**config.mk**
```make
export PLATFORM = sky130hd
export DESIGN_NAME = rpc_frame_deframer_top_flat
export DESIGN_NICKNAME = d
export VERILOG_FILES = /design/src/rtl/rfd_pkg.sv /design/src/rtl/rfd_in_if.sv /design/src/rtl/rfd_out_if.sv /design/src/rtl/rpc_frame_deframer_top.sv /design/src/flat_wrapper.sv
export VERILOG_INCLUDE_DIRS = /design/src /design/src/rtl
export SDC_FILE = /design/constraint.sdc
export NUM_CORES = 1
export LEC_CHECK = 0
export ABC_AREA = 1
export BUFFER_PORTS_ARGS = -buffer_cell sky130_fd_sc_hd__clkbuf_2
export CORE_ASPECT_RATIO = 1.5
export CORE_MARGIN = 4
export CORE_UTILIZATION = 55
export DETAILED_ROUTE_END_ITERATION = 8
export PLACE_DENSITY_LB_ADDON = 0.25
export SETUP_SLACK_MARGIN = 0.05
export SLEW_MARGIN = 20
export SYNTH_ARGS = -nofsm -noshare
export SYNTH_HDL_FRONTEND = slang
export SYNTH_SLANG_ARGS = --single-unit
export TNS_END_PERCENT = 50
```
**constraint.sdc**
```tcl
create_clock -name clk -period 11.1 [get_ports clk]
set_input_delay 2.22 -clock clk [delete_from_list [all_inputs] [get_ports clk]]
set_output_delay 2.22 -clock clk [all_outputs]
set_load 0.02 [all_outputs]
```
**src/rtl/rpc_frame_deframer_top_defines.svh**
```systemverilog
// Assertion macros shared by the deframer RTL.
`ifndef RPC_FRAME_DEFRAMER_TOP_DEFINES_SVH
`define RPC_FRAME_DEFRAMER_TOP_DEFINES_SVH

// Same-cycle implication, checked out of reset.
`define RFD_ASSERT_NOW(label, ante, cons, msg) \
  label: assert property (@(posedge clk) disable iff (rst) (ante) |-> (cons)) \
    else $error(msg);

// Next-cycle implication, checked out of reset.
`define RFD_ASSERT_NEXT(label, ante, cons, msg) \
  label: assert property (@(posedge clk) disable iff (rst) (ante) |=> (cons)) \
    else $error(msg);

`endif

```
**src/rtl/rfd_pkg.sv**
```systemverilog
package rfd_pkg;

  typedef enum logic [1:0] {
    PH_HEADER = 2'd0,
    PH_BODY   = 2'd1,
    PH_ERROR  = 2'd2
  } phase_t;

  typedef enum logic [1:0] {
    ST_BODY    = 2'd0,
    ST_EMPTY   = 2'd1,
    ST_LEN_ERR = 2'd2
  } status_t;

  localparam logic [31:0] MAX_BODY_LEN_RESET = 32'd16777216;

  // header layout: 2 type bytes, 4 sequence bytes, 4 length bytes
  localparam logic [3:0] HDR_TYPE_END = 4'd2;
  localparam logic [3:0] HDR_SEQ_END  = 4'd6;
  localparam logic [3:0] HDR_LAST     = 4'd9;

endpackage

```
**src/rtl/rfd_in_if.sv**
```systemverilog
interface rfd_in_if;
  logic       valid;
  logic       ready;
  logic [7:0] stream_byte;

  modport source (output valid, output stream_byte, input ready);
  modport sink (input valid, input stream_byte, output ready);
endinterface

```
**src/rtl/rfd_out_if.sv**
```systemverilog
interface rfd_out_if;
  logic        valid;
  logic        ready;
  logic [1:0]  status;
  logic [15:0] message_type;
  logic [31:0] sequence_number;
  logic [31:0] body_length;
  logic [7:0]  body_byte;
  logic        last_of_frame;

  modport source (
    output valid, output status, output message_type, output sequence_number,
    output body_length, output body_byte, output last_of_frame, input ready
  );
  modport sink (
    input valid, input status, input message_type, input sequence_number,
    input body_length, input body_byte, input last_of_frame, output ready
  );
endinterface

```
**src/rtl/rpc_frame_deframer_top.sv**
```systemverilog
// A result is registered: it appears on frame in the cycle after the byte that causes it.
// Throughput: one byte per cycle; the output register drains while the next
// byte is taken, so only a stalled, full output register holds the input off.
// Reset (rst, synchronous, active high): header phase, holds cleared, no result
// pending, max_body_length back to 16777216. A length error locks until reset.
`include "rpc_frame_deframer_top_defines.svh"

module rpc_frame_deframer_top
  import rfd_pkg::*;
(
  input  logic        clk,
  input  logic        rst,
  rfd_in_if.sink      stream,
  rfd_out_if.source   frame,
  input  logic        cfg_wr_en,
  input  logic [31:0] cfg_wr_data
);

  logic [31:0] max_body_length;

  phase_t      phase, phase_next;
  logic [3:0]  header_count, header_count_next;
  logic [15:0] type_hold, type_hold_next;
  logic [31:0] sequence_hold, sequence_hold_next;
  logic [31:0] length_hold, length_hold_next;
  logic [31:0] bytes_remaining, bytes_remaining_next;

  logic        out_valid;
  status_t     out_status, res_status;
  logic [15:0] out_type;
  logic [31:0] out_seq, out_len;
  logic [7:0]  out_byte, res_byte;
  logic        out_last, res_last;
  logic        res_valid;

  logic        accept;
  logic [7:0]  b;

  assign stream.ready = !out_valid || frame.ready;
  assign accept       = stream.valid && stream.ready;
  assign b            = stream.stream_byte;

  always_ff @(posedge clk) begin
    if (rst) begin
      max_body_length <= MAX_BODY_LEN_RESET;
    end else if (cfg_wr_en) begin
      max_body_length <= cfg_wr_data;
    end
  end

  always_comb begin
    phase_next           = phase;
    header_count_next    = header_count;
    type_hold_next       = type_hold;
    sequence_hold_next   = sequence_hold;
    length_hold_next     = length_hold;
    bytes_remaining_next = bytes_remaining;
    res_valid            = 1'b0;
    res_status           = ST_BODY;
    res_byte             = 8'd0;
    res_last             = 1'b0;
    unique case (phase)
      PH_HEADER: begin
        if (header_count < HDR_TYPE_END) begin
          type_hold_next = {type_hold[7:0], b};
        end else if (header_count < HDR_SEQ_END) begin
          sequence_hold_next = {sequence_hold[23:0], b};
        end else begin
          length_hold_next = {length_hold[23:0], b};
        end
        header_count_next = header_count + 4'd1;
        if (header_count == HDR_LAST) begin
          header_count_next = 4'd0;
          priority if (length_hold_next > max_body_length) begin
            phase_next = PH_ERROR;
            res_valid  = 1'b1;
            res_status = ST_LEN_ERR;
            res_last   = 1'b1;
          end else if (length_hold_next == 32'd0) begin
            res_valid  = 1'b1;
            res_status = ST_EMPTY;
            res_last   = 1'b1;
          end else begin
            bytes_remaining_next = length_hold_next;
            phase_next           = PH_BODY;
          end
        end
      end
      PH_BODY: begin
        bytes_remaining_next = bytes_remaining - 32'd1;
        res_valid            = 1'b1;
        res_status           = ST_BODY;
        res_byte             = b;
        res_last             = (bytes_remaining == 32'd1);
        if (bytes_remaining == 32'd1) begin
          phase_next = PH_HEADER;
        end
      end
      default: begin
        // error lock: bytes are taken and dropped
      end
    endcase
  end

  always_ff @(posedge clk) begin
    if (rst) begin
      phase           <= PH_HEADER;
      header_count    <= 4'd0;
      type_hold       <= 16'd0;
      sequence_hold   <= 32'd0;
      length_hold     <= 32'd0;
      bytes_remaining <= 32'd0;
    end else if (accept) begin
      phase           <= phase_next;
      header_count    <= header_count_next;
      type_hold       <= type_hold_next;
      sequence_hold   <= sequence_hold_next;
      length_hold     <= length_hold_next;
      bytes_remaining <= bytes_remaining_next;
    end
  end

  always_ff @(posedge clk) begin
    if (rst) begin
      out_valid <= 1'b0;
    end else if (accept && res_valid) begin
      out_valid <= 1'b1;
    end else if (frame.ready) begin
      out_valid <= 1'b0;
    end
  end

  always_ff @(posedge clk) begin
    if (accept && res_valid) begin
      out_status <= res_status;
      out_type   <= type_hold_next;
      out_seq    <= sequence_hold_next;
      out_len    <= length_hold_next;
      out_byte   <= res_byte;
      out_last   <= res_last;
    end
  end

  assign frame.valid           = out_valid;
  assign frame.status          = out_status;
  assign frame.message_type    = out_type;
  assign frame.sequence_number = out_seq;
  assign frame.body_length     = out_len;
  assign frame.body_byte       = out_byte;
  assign frame.last_of_frame   = out_last;

  `RFD_ASSERT_NOW(a_count_idle, phase != PH_HEADER, header_count == 4'd0,
    "header count nonzero outside header phase")
  `RFD_ASSERT_NOW(a_body_nonzero, phase == PH_BODY, bytes_remaining != 32'd0,
    "body phase with no bytes remaining")
  `RFD_ASSERT_NOW(a_err_locks, out_valid && out_status == ST_LEN_ERR,
    phase == PH_ERROR, "length error result without error lock")
  `RFD_ASSERT_NEXT(a_body_result, accept && phase == PH_BODY, out_valid,
    "body byte transfer produced no result")

endmodule

```
**src/flat_wrapper.sv**
```systemverilog
// flat-port wrapper written by rule: the top's interface ports become plain ports
module rpc_frame_deframer_top_flat import rfd_pkg::*;
  (clk, rst, cfg_wr_en, cfg_wr_data, stream_valid, stream_stream_byte, stream_ready, frame_valid, frame_status, frame_message_type, frame_sequence_number, frame_body_length, frame_body_byte, frame_last_of_frame, frame_ready);
  rfd_in_if stream_i ();
  rfd_out_if frame_i ();
  input  logic clk;
  input  logic rst;
  input  logic cfg_wr_en;
  input  logic [31:0] cfg_wr_data;
  input wire logic [$bits(stream_i.valid)-1:0] stream_valid;
  input wire logic [$bits(stream_i.stream_byte)-1:0] stream_stream_byte;
  output wire logic [$bits(stream_i.ready)-1:0] stream_ready;
  output wire logic [$bits(frame_i.valid)-1:0] frame_valid;
  output wire logic [$bits(frame_i.status)-1:0] frame_status;
  output wire logic [$bits(frame_i.message_type)-1:0] frame_message_type;
  output wire logic [$bits(frame_i.sequence_number)-1:0] frame_sequence_number;
  output wire logic [$bits(frame_i.body_length)-1:0] frame_body_length;
  output wire logic [$bits(frame_i.body_byte)-1:0] frame_body_byte;
  output wire logic [$bits(frame_i.last_of_frame)-1:0] frame_last_of_frame;
  input wire logic [$bits(frame_i.ready)-1:0] frame_ready;
  assign stream_i.valid = stream_valid;
  assign stream_i.stream_byte = stream_stream_byte;
  assign stream_ready = stream_i.ready;
  assign frame_valid = frame_i.valid;
  assign frame_status = frame_i.status;
  assign frame_message_type = frame_i.message_type;
  assign frame_sequence_number = frame_i.sequence_number;
  assign frame_body_length = frame_i.body_length;
  assign frame_body_byte = frame_i.body_byte;
  assign frame_last_of_frame = frame_i.last_of_frame;
  assign frame_i.ready = frame_ready;
  rpc_frame_deframer_top u_core (.clk(clk), .rst(rst), .stream(stream_i), .frame(frame_i), .cfg_wr_en(cfg_wr_en), .cfg_wr_data(cfg_wr_data));
endmodule
```
==> out/results.ini, run 1 <==
[routing]
avgRoutedWirePerCell_um=16.5
firstDrtPassIters=5
totalWireLength_um=33300
drtIter0Drc=749
drcViolationCount=0
viasPerCell=5.42
vias=10921
ant_nets=0

[clock_network]
cts_sinks=242
post-cts-setup-buffer-count=0
clk_pin_slew_ns=0.06
clockBufferDepth=3
cts_tree=done
insertion_delay_ns=0.53
cts-root-buf=clkbuf_16
h-tree-depth=1
cts_buffers=24
cts_resized=0
ctsHoldBuffers=0

[floorplan]
die_area_um2=24700
core-area_um2=21800
start_util_pct=56.0
die_y_um=190
die_w_um=130
rows=66
ios=138

[yosys]
synth_ff_type=dfxtp_1
yosysUniqueCellTypes=36
synth_edf_count=91
synthArstFlopShare_pct=0
syn_nets=1713
yosysSeqAreaShare_pct=47.2
syn_avg_cell_area_um2=7.47
yosysTopAreaCell=dfxtp_1
ys_warn_count=0
synth_area_um2=12200
synthCells=1634
ys_top_cells_by_area=dfxtp_1 25%, edfxtp_1 22%, o21ai_0 10%
ys_ff_latch=242
yosysTopAreaCellShare_pct=24.8

[sta]
max_freq_mhz=200
tightest_slew_ns=1.09
setup_viol=0
hold_viol_final=0
relSlewSlack_pct=27.1
whs_ns=0.467
drv_slew=0
rsz0062_at_grt=false
skew_ns=0.0188
post-route-period-util_pct=45.1
tns_ns=0
fin_crit_ns=5.01

[setup_path]
worst_path_most_repeated_cell=nand2_1
required_ns=11.25
path_cells=nand2_2 -> nand2_4 -> o21ai_0 -> inv_1 -> ha_1 -> nand2_1 -> nor3_1 -> and3_1 -> nand2_1 -> nand2_1 -> nand3_1 -> nand3_1 -> nand2_1 -> clkinv_2 -> buf_4
crit_slowest_cell=buf_4
critPathKind=reg2reg
max_stage_delay_ns=0.79
setup.worst_path.end_class=flop
worst-path-max-fanout=84
arrival_ns=5.15
start_kind=flop

[grt]
overflow=0
grt_pass1_wl_um=52300
grt_pass1_vias=10328
gr-usage-all-layers_pct=26.7
grt_max_degree=122
grt_antenna_before_repair=0

[cells_and_area]
nets=1805
diodes=0
area_growth_pct=12.5
drive_gt1_share_pct=12.5
final_area_um2=13700
nFillCells=1992

[pwr]
leakagePower_nw=6.59
pwr_density_cell_nw_per_um2=146
finalPower_mw=2.01
peakVddDrop_v=0.000109

[outcome]
status=finished, final reports clean

[min_path]
min_path_type=reg2reg

[run]
maxCapViolCount=0

[placement]
hpwl_um=23900
placed_cell_area_um2=12900
port_buffers=137
gp_congestion=0.976

-- layout by cell type, fill, tap and decap left out, types with 5 or more instances in the layout --
cell type	n
nand2_1	302
o21ai_0	248
inv_1	243
nor2_1	209
dfxtp_1	151
clkbuf_2	136
a21oi_1	108
edfxtp_1	91
nand3_1	58
ha_1	34
clkbuf_16	25
nor3_1	16
o21ai_1	14
xor2_1	11
nand3_2	10
buf_4	10
nand4_1	8
clkinv_2	7
o21ai_2	6
clkinv_1	5
nand3b_1	5
-- final timing paths --
| check | cells past startpoint | slack [ns] | endpoint | startpoint |
|---|---|---|---|---|
| hold reg to reg | 2 | 0.47 | u_core.max_body_length[29]$_SDFFE_PP0P_ | u_core.max_body_length[29]$_SDFFE_PP0P_ |
| hold / removal | 2 | 0.47 | u_core.max_body_length[29]$_SDFFE_PP0P_ | u_core.max_body_length[29]$_SDFFE_PP0P_ |
| setup / recovery | 15 | 6.09 | u_core.frame.body_byte[2]$_SDFFCE_PN0P_ | u_core.header_count[2]$_SDFFE_PP0P_ |
| setup reg to reg | 15 | 6.09 | u_core.frame.body_byte[2]$_SDFFCE_PN0P_ | u_core.header_count[2]$_SDFFE_PP0P_ |
-- Yosys cell counts (8+ instances only) --
master,n
nor2_1,210
clkbuf_1,54
ha_1,34
xor2_1,11
o21ai_1,14
nand3_2,9
nand2_1,303
buf_1,9
nor3_1,16
nand4_1,8
a21oi_1,108
nand3_1,60
dfxtp_1,151
inv_1,244
o21ai_0,248
buf_6,9
edfxtp_1,91
-- cells by family (layout without fill, tap and decap cells) --
| kind of cell | count (synthesis) | in the layout | synth area share, % |
|---|---|---|---|
| buffers and inverters | 331 | 441 | 10.9 |
| DFF | 242 | 242 | 47.2 |
| xor gates and xnor gates | 15 | 15 | 1.08 |
| AOI/OAI and AO/OA | 387 | 387 | 16.2 |
| adders and majority gates | 34 | 34 | 3.49 |
| and+or+nand+nor | 625 | 625 | 21.1 |
-- final cells by class --
| type | instances | area, um2 | area share, % |
|---|---|---|---|
| clock buffers | 29 | 651 | 4.74 |
| clock inverters | 15 | 138 | 1.00 |
| inverters | 250 | 940 | 6.85 |
| multi-input cells | 1061 | 5140 | 37.5 |
| flip-flops and latches | 242 | 5760 | 41.9 |
| well taps | 272 | 340 | 2.48 |
| repair buffers | 147 | 761 | 5.54 |
-- report_power, final --
part	internal [mW]	leakage, nW	switching [mW]
Sequential	0.951	2.08	0.0152
Clock	0.467	0.383	0.354
Combinational	0.0671	4.13	0.151
-- critical path: cells and delay by family (launching register included) --
family | cells | cell delay [ns]
buf+inv | 3 | 1.19
fa+ha+maj | 1 | 0.31
flops | 1 | 0.34
simple gates | 10 | 1.94
compound gates | 1 | 0.77
-- routing by layer --
metal	up-vias	global-route usage, %	wire length [um]
li1	5451	-	-
met1	5020	30.7	12400
met2	357	48.8	17200
met3	93	3.03	2030
met4	0	11.8	1680
met5	-	0	0
-- sequential cells by signal, summed over array words and instances (netlist names) --
signal,cells
u_core.sequence_hold,32
u_core.frame.valid,1
u_core.bytes_remaining,32
u_core.header_count,4
u_core.frame.body_length,32
u_core.frame.message_type,16
u_core.max_body_length,32
u_core.frame.last_of_frame,1
u_core.phase,2
u_core.length_hold,32
u_core.frame.body_byte,8
u_core.frame.sequence_number,32
u_core.frame.status,2
u_core.type_hold,16
-- metrics by stage --
stage	std cells	setup slack (ns)	utilization, %
floorplan	1634	5.43	-
global placement	1972	5.73	59.3
detailed placement	1972	5.65	59.3
CTS	2016	6.11	62.9
global route	2016	5.68	63.0
finish	2016	6.09	63.0
Note: power is estimated with default switching activity, not from simulation.
==> run 2, diff against run 1 <==
==> constraint.sdc (replaced) <==
create_clock -name clk -period 4.9 [get_ports clk]
set_input_delay 0.98 -clock clk [delete_from_list [all_inputs] [get_ports clk]]
set_output_delay 0.98 -clock clk [all_outputs]
set_load 0.02 [all_outputs]
==> out/results.ini, run 2 (synthesis gave the netlist of run 1 again) <==
[outcome]
status=finished, final reports clean

[placement]
port_buffers=137  ; unchanged
gp_congestion=0.938  ; -3.8%
hpwl_um=24700  ; +3.2%
place_ws_ns=0.794  ; -4.85 ns
placed_cells=1977  ; +0.25%
placed_cell_area_um2=13000  ; +0.39%

[routing]
totalWireLength_um=33900  ; +1.8%
drcViolationCount=0  ; unchanged
avgRoutedWirePerCell_um=16.8  ; +1.6%
firstDrtPassIters=5  ; unchanged
ant_nets=0  ; unchanged
vias=10920  ; -0.0092%
viasPerCell=5.41  ; -0.21%
drtIter0Drc=661  ; -12%

[floorplan]
start_util_pct=56.0  ; unchanged
die_w_um=130  ; unchanged
ios=138  ; unchanged
core-area_um2=21800  ; unchanged
die_area_um2=24700  ; unchanged
die_y_um=190  ; unchanged
rows=66  ; unchanged

[cells_and_area]
multi_input_comb_area_um2=5140  ; about the same
area_growth_pct=12.7
drive_gt1_share_pct=12.5  ; +0.029 points
nets=1810  ; +0.28%
seqCellArea_um2=5760  ; unchanged
final_area_um2=13800  ; +0.20%
diodes=0  ; unchanged
nFillCells=1946  ; -2.3%
final_cell_mix=302 x nand2_1, 248 x o21ai_0, 243 x inv_1
fin_cells=2020  ; +0.20%
final_common_cell=nand2_1
post-route-util_pct=63.1  ; +0.13 points

[clock_network]
insertion_delay_ns=0.52  ; about the same
post-cts-setup-buffer-count=0  ; unchanged
cts-root-buf=clkbuf_16
cts_resized=0  ; unchanged
ctsHoldBuffers=0  ; unchanged
cts_buffers=24  ; unchanged
h-tree-depth=1  ; unchanged
cts_sinks=242  ; unchanged
clockBufferDepth=3  ; unchanged
cts_tree=done
clk_pin_slew_ns=0.06  ; about the same

[grt]
grt_pass1_wl_um=52500  ; +0.30%
grt_antenna_before_repair=0  ; unchanged
gr-usage-all-layers_pct=27.0  ; +0.30 points
overflow=0  ; unchanged
grt_pass1_vias=10406  ; +0.76%
grt_max_degree=74  ; -39%

[sta]
hold_viol_final=0  ; unchanged
max_freq_mhz=239  ; +20%
tightest_slew_ns=1.05  ; -0.0403 ns
post-route-period-util_pct=85.3  ; +40 points
fin_ws_ns=0.718  ; -5.38 ns
skew_ns=0.0163  ; -0.00250 ns
setup_viol=0  ; unchanged
relSlewSlack_pct=29.6  ; +2.5 points
tns_ns=0  ; unchanged
fin_crit_ns=4.18  ; -0.824 ns
rsz0062_at_grt=false
drv_slew=0  ; unchanged

[setup_path]
arrival_ns=4.36  ; -0.79 ns
required_ns=5.08  ; -6.17 ns
start_kind=flop
worst-path-max-fanout=73  ; -13%
setup.worst_path.end_class=flop
critPathKind=reg2reg

[pwr]
leakagePower_nw=6.60  ; +0.19%
internal_power_mw=3.34  ; +120%
pwr-share-comb_pct=11.0  ; about the same
pwr_density_cell_nw_per_um2=326  ; +120%
pwr-share-clk_pct=40.2  ; -0.7 points
peakVddDrop_v=0.000385  ; +250%
pwr-share-seq_pct=48.8  ; +0.6 points
switching_power_mw=1.15  ; +120%
swShare_pct=25.6  ; -0.33 points

[min_path]
min_path_type=reg2reg

[run]
maxCapViolCount=0  ; unchanged

## run 2: final cells by class
class	instances	area share [%]
Sequential cell	242	41.8
Multi-Input combinational cell	1061	37.3
Inverter	250	6.83
Timing Repair Buffer	152	5.90
Clock buffer	32	4.96
Tap cell	272	2.47
Clock inverter	11	0.646
## run 2: path summary, 6_finish.rpt
check	startpoint	to	slack, ns	cells past startpoint
setup reg to reg	u_core.header_count[2]$_SDFFE_PP0P_	u_core.frame.body_length[12]$_DFFE_PP_	0.72	15
hold reg to reg	u_core.header_count[0]$_SDFFE_PP0P_	u_core.header_count[0]$_SDFFE_PP0P_	0.49	1
setup / recovery	u_core.header_count[2]$_SDFFE_PP0P_	u_core.frame.body_length[12]$_DFFE_PP_	0.72	15
hold / removal	u_core.header_count[0]$_SDFFE_PP0P_	u_core.header_count[0]$_SDFFE_PP0P_	0.49	1
## run 2: per-layer routing
metal	global-route usage [%]	part of all wire [%]	up-vias
met5	0	0	-
met3	3.90	5.4	110
met4	14.4	6.1	0
met1	30.3	38	4990
met2	48.4	51	348
li1	-	-	5472
## run 2: through the flow
stage	hold slack [ns]	power, mW
after floorplan	0.437	2.57
after CTS	0.496	4.52
after global routing	0.522	4.67
after global placement	0.464	2.71
after detailed placement	0.478	2.72
final	0.490	4.49
## run 2: power by group through the flow
stage	sequential, mW	clock, mW	combinational (mW)
floorplan	2.22	0	0.341
global placement	2.23	0	0.477
detailed placement	2.23	0	0.487
CTS	2.19	1.83	0.491
global route	2.20	1.91	0.564
finish	2.19	1.80	0.494
## run 2: worst max-delay path, stage by stage, from the launching register on
cell and delay, ns:
dfxtp_1 0.34, nand2_2 0.22, nand2_4 0.36, o21ai_0 0.53, inv_1 0.11, ha_1 0.35
nand4_1 0.13, nor3_1 0.28, and3_1 0.24, nand2_1 0.06, nand2_1 0.10, nand3_1 0.18
nand3_1 0.12, nand2_1 0.10, clkinv_2 0.28, buf_12 0.37
==> run 3, diff against run 2 <==
--- a/config.mk
+++ b/config.mk
@@ -11,9 +11,11 @@
 export CORE_ASPECT_RATIO = 1.5
 export CORE_MARGIN = 4
 export CORE_UTILIZATION = 55
+export CTS_BUF_LIST = sky130_fd_sc_hd__clkbuf_4 sky130_fd_sc_hd__clkbuf_8 sky130_fd_sc_hd__clkbuf_16
 export DETAILED_ROUTE_END_ITERATION = 8
 export PLACE_DENSITY_LB_ADDON = 0.25
 export SETUP_SLACK_MARGIN = 0.05
+export SKIP_CTS_REPAIR_TIMING = 1
 export SLEW_MARGIN = 20
 export SYNTH_ARGS = -nofsm -noshare
 export SYNTH_HDL_FRONTEND = slang
==> out/results.ini, run 3 (synthesis gave the netlist of run 1 again) <==
[sta]
hold_viol_final=0  ; unchanged
tightest_slew_ns=1.05  ; -0.00140 ns
max_freq_mhz=239  ; about the same
setup_viol=0  ; unchanged
skew_ns=0.0128  ; -0.00350 ns
fin_crit_ns=4.18  ; -0.00306 ns
rsz0062_at_grt=false
tns_ns=0  ; unchanged
post-route-period-util_pct=85.3  ; about the same
drv_slew=0  ; unchanged
relSlewSlack_pct=29.6  ; +0.094 points

[grt]
grt_antenna_before_repair=0  ; unchanged
grt_pass1_vias=10441  ; +0.34%
grt_pass1_wl_um=52700  ; +0.31%
gr-usage-all-layers_pct=27.0  ; +0.073 points
overflow=0  ; unchanged
grt_max_degree=74  ; unchanged

[pwr]
finalPower_mw=4.52  ; +0.59%
pwr_density_cell_nw_per_um2=328  ; +0.48%
leakagePower_nw=6.61  ; +0.21%
peakVddDrop_v=0.000384  ; -0.16%

[placement]
hpwl_um=24700  ; unchanged
placed_cells=1977  ; unchanged
gp_congestion=0.938  ; unchanged
port_buffers=137  ; unchanged

[setup_path]
setup.worst_path.end_class=flop
arrival_ns=4.35  ; about the same
required_ns=5.08  ; about the same
start_kind=flop
r2r_slack_ns=0.72  ; about the same
critPathKind=reg2reg
worst-path-max-fanout=73  ; unchanged

[clock_network]
clk_pin_slew_ns=0.06  ; about the same
insertion_delay_ns=0.52  ; about the same
cts_sinks=242  ; unchanged
cts_tree=done
cts_buffers=24  ; unchanged
h-tree-depth=1  ; unchanged
cts-root-buf=clkbuf_16
clockBufferDepth=3  ; unchanged

[cells_and_area]
nFillCells=1946  ; unchanged
fin_cells=2020  ; unchanged
nets=1810  ; unchanged
final_common_cell=nand2_1
multi_input_comb_area_um2=5140  ; unchanged
diodes=0  ; unchanged
drive_gt1_share_pct=12.8  ; +0.23 points
final_cell_mix=302 x nand2_1, 248 x o21ai_0, 243 x inv_1
seqCellArea_um2=5760  ; unchanged
area_growth_pct=12.8

[floorplan]
core-area_um2=21800  ; unchanged
die_w_um=130  ; unchanged
start_util_pct=56.0  ; unchanged
ios=138  ; unchanged
die_area_um2=24700  ; unchanged
rows=66  ; unchanged
die_y_um=190  ; unchanged

[min_path]
min_path_type=reg2reg

[routing]
drcViolationCount=0  ; unchanged
avgRoutedWirePerCell_um=16.8  ; +0.12%
totalWireLength_um=33900  ; +0.12%
firstDrtPassIters=5  ; unchanged
vias=10951  ; +0.28%
ant_nets=0  ; unchanged
drtIter0Drc=687  ; +3.9%
viasPerCell=5.42  ; +0.28%

[run]
maxCapViolCount=0  ; unchanged

[outcome]
status=finished, final reports clean

[run 3: final timing paths]
| check | start | endpoint | depth (start not counted) |
|---|---|---|---|
| max | u_core.header_count[2]$_SDFFE_PP0P_ | u_core.frame.body_length[12]$_DFFE_PP_ | 15 |
| min | u_core.header_count[0]$_SDFFE_PP0P_ | u_core.header_count[0]$_SDFFE_PP0P_ | 1 |
| max reg2reg | u_core.header_count[2]$_SDFFE_PP0P_ | u_core.frame.body_length[12]$_DFFE_PP_ | 15 |
| min reg2reg | u_core.header_count[0]$_SDFFE_PP0P_ | u_core.header_count[0]$_SDFFE_PP0P_ | 1 |
[run 3: critical path, stage by stage, from the launching register on]
cell      delay (ns)
dfxtp_1         0.33
nand2_2         0.22
nand2_4         0.35
o21ai_0         0.52
inv_1           0.11
ha_1            0.35
nand4_1         0.13
nor3_1          0.28
and3_1          0.24
nand2_1         0.06
nand2_1         0.11
nand3_1         0.19
nand3_1         0.12
nand2_1         0.09
clkinv_2        0.27
buf_12          0.36
[run 3: report_power, final]
part	switching (mW)	total, mW	internal (mW)
Sequential	0.0366	2.19	2.16
Combinational	0.341	0.494	0.153
Clock	0.777	1.83	1.05
[run 3: final cells by class]
type | count | area share [%]
Multi-Input combinational cell | 1061 | 37.3
Sequential cell | 242 | 41.8
Clock inverter | 11 | 0.645
Tap cell | 272 | 2.47
Inverter | 250 | 6.82
Timing Repair Buffer | 152 | 5.89
Clock buffer | 32 | 5.06
[run 3: routing by layer]
layer | GRT usage (%) | share of wire (%) | vias to the layer above
met3 | 4.06 | 5.9 | 112
li1 | - | - | 5474
met2 | 48.4 | 50 | 391
met1 | 30.4 | 38 | 4974
met4 | 14.6 | 6.0 | 0
met5 | 0 | 0 | -
[run 3: metrics by stage]
stage / setup slack (ns) / area (um2) / hold slack, ns / util [%]
floorplan: 0.384 / 12200 / 0.437 / -
global placement: 0.946 / 13000 / 0.464 / 59.5
detailed placement: 0.794 / 13000 / 0.478 / 59.5
CTS: 0.763 / 13800 / 0.496 / 63.1
global route: 0.427 / 13800 / 0.522 / 63.2
finish: 0.721 / 13800 / 0.494 / 63.2
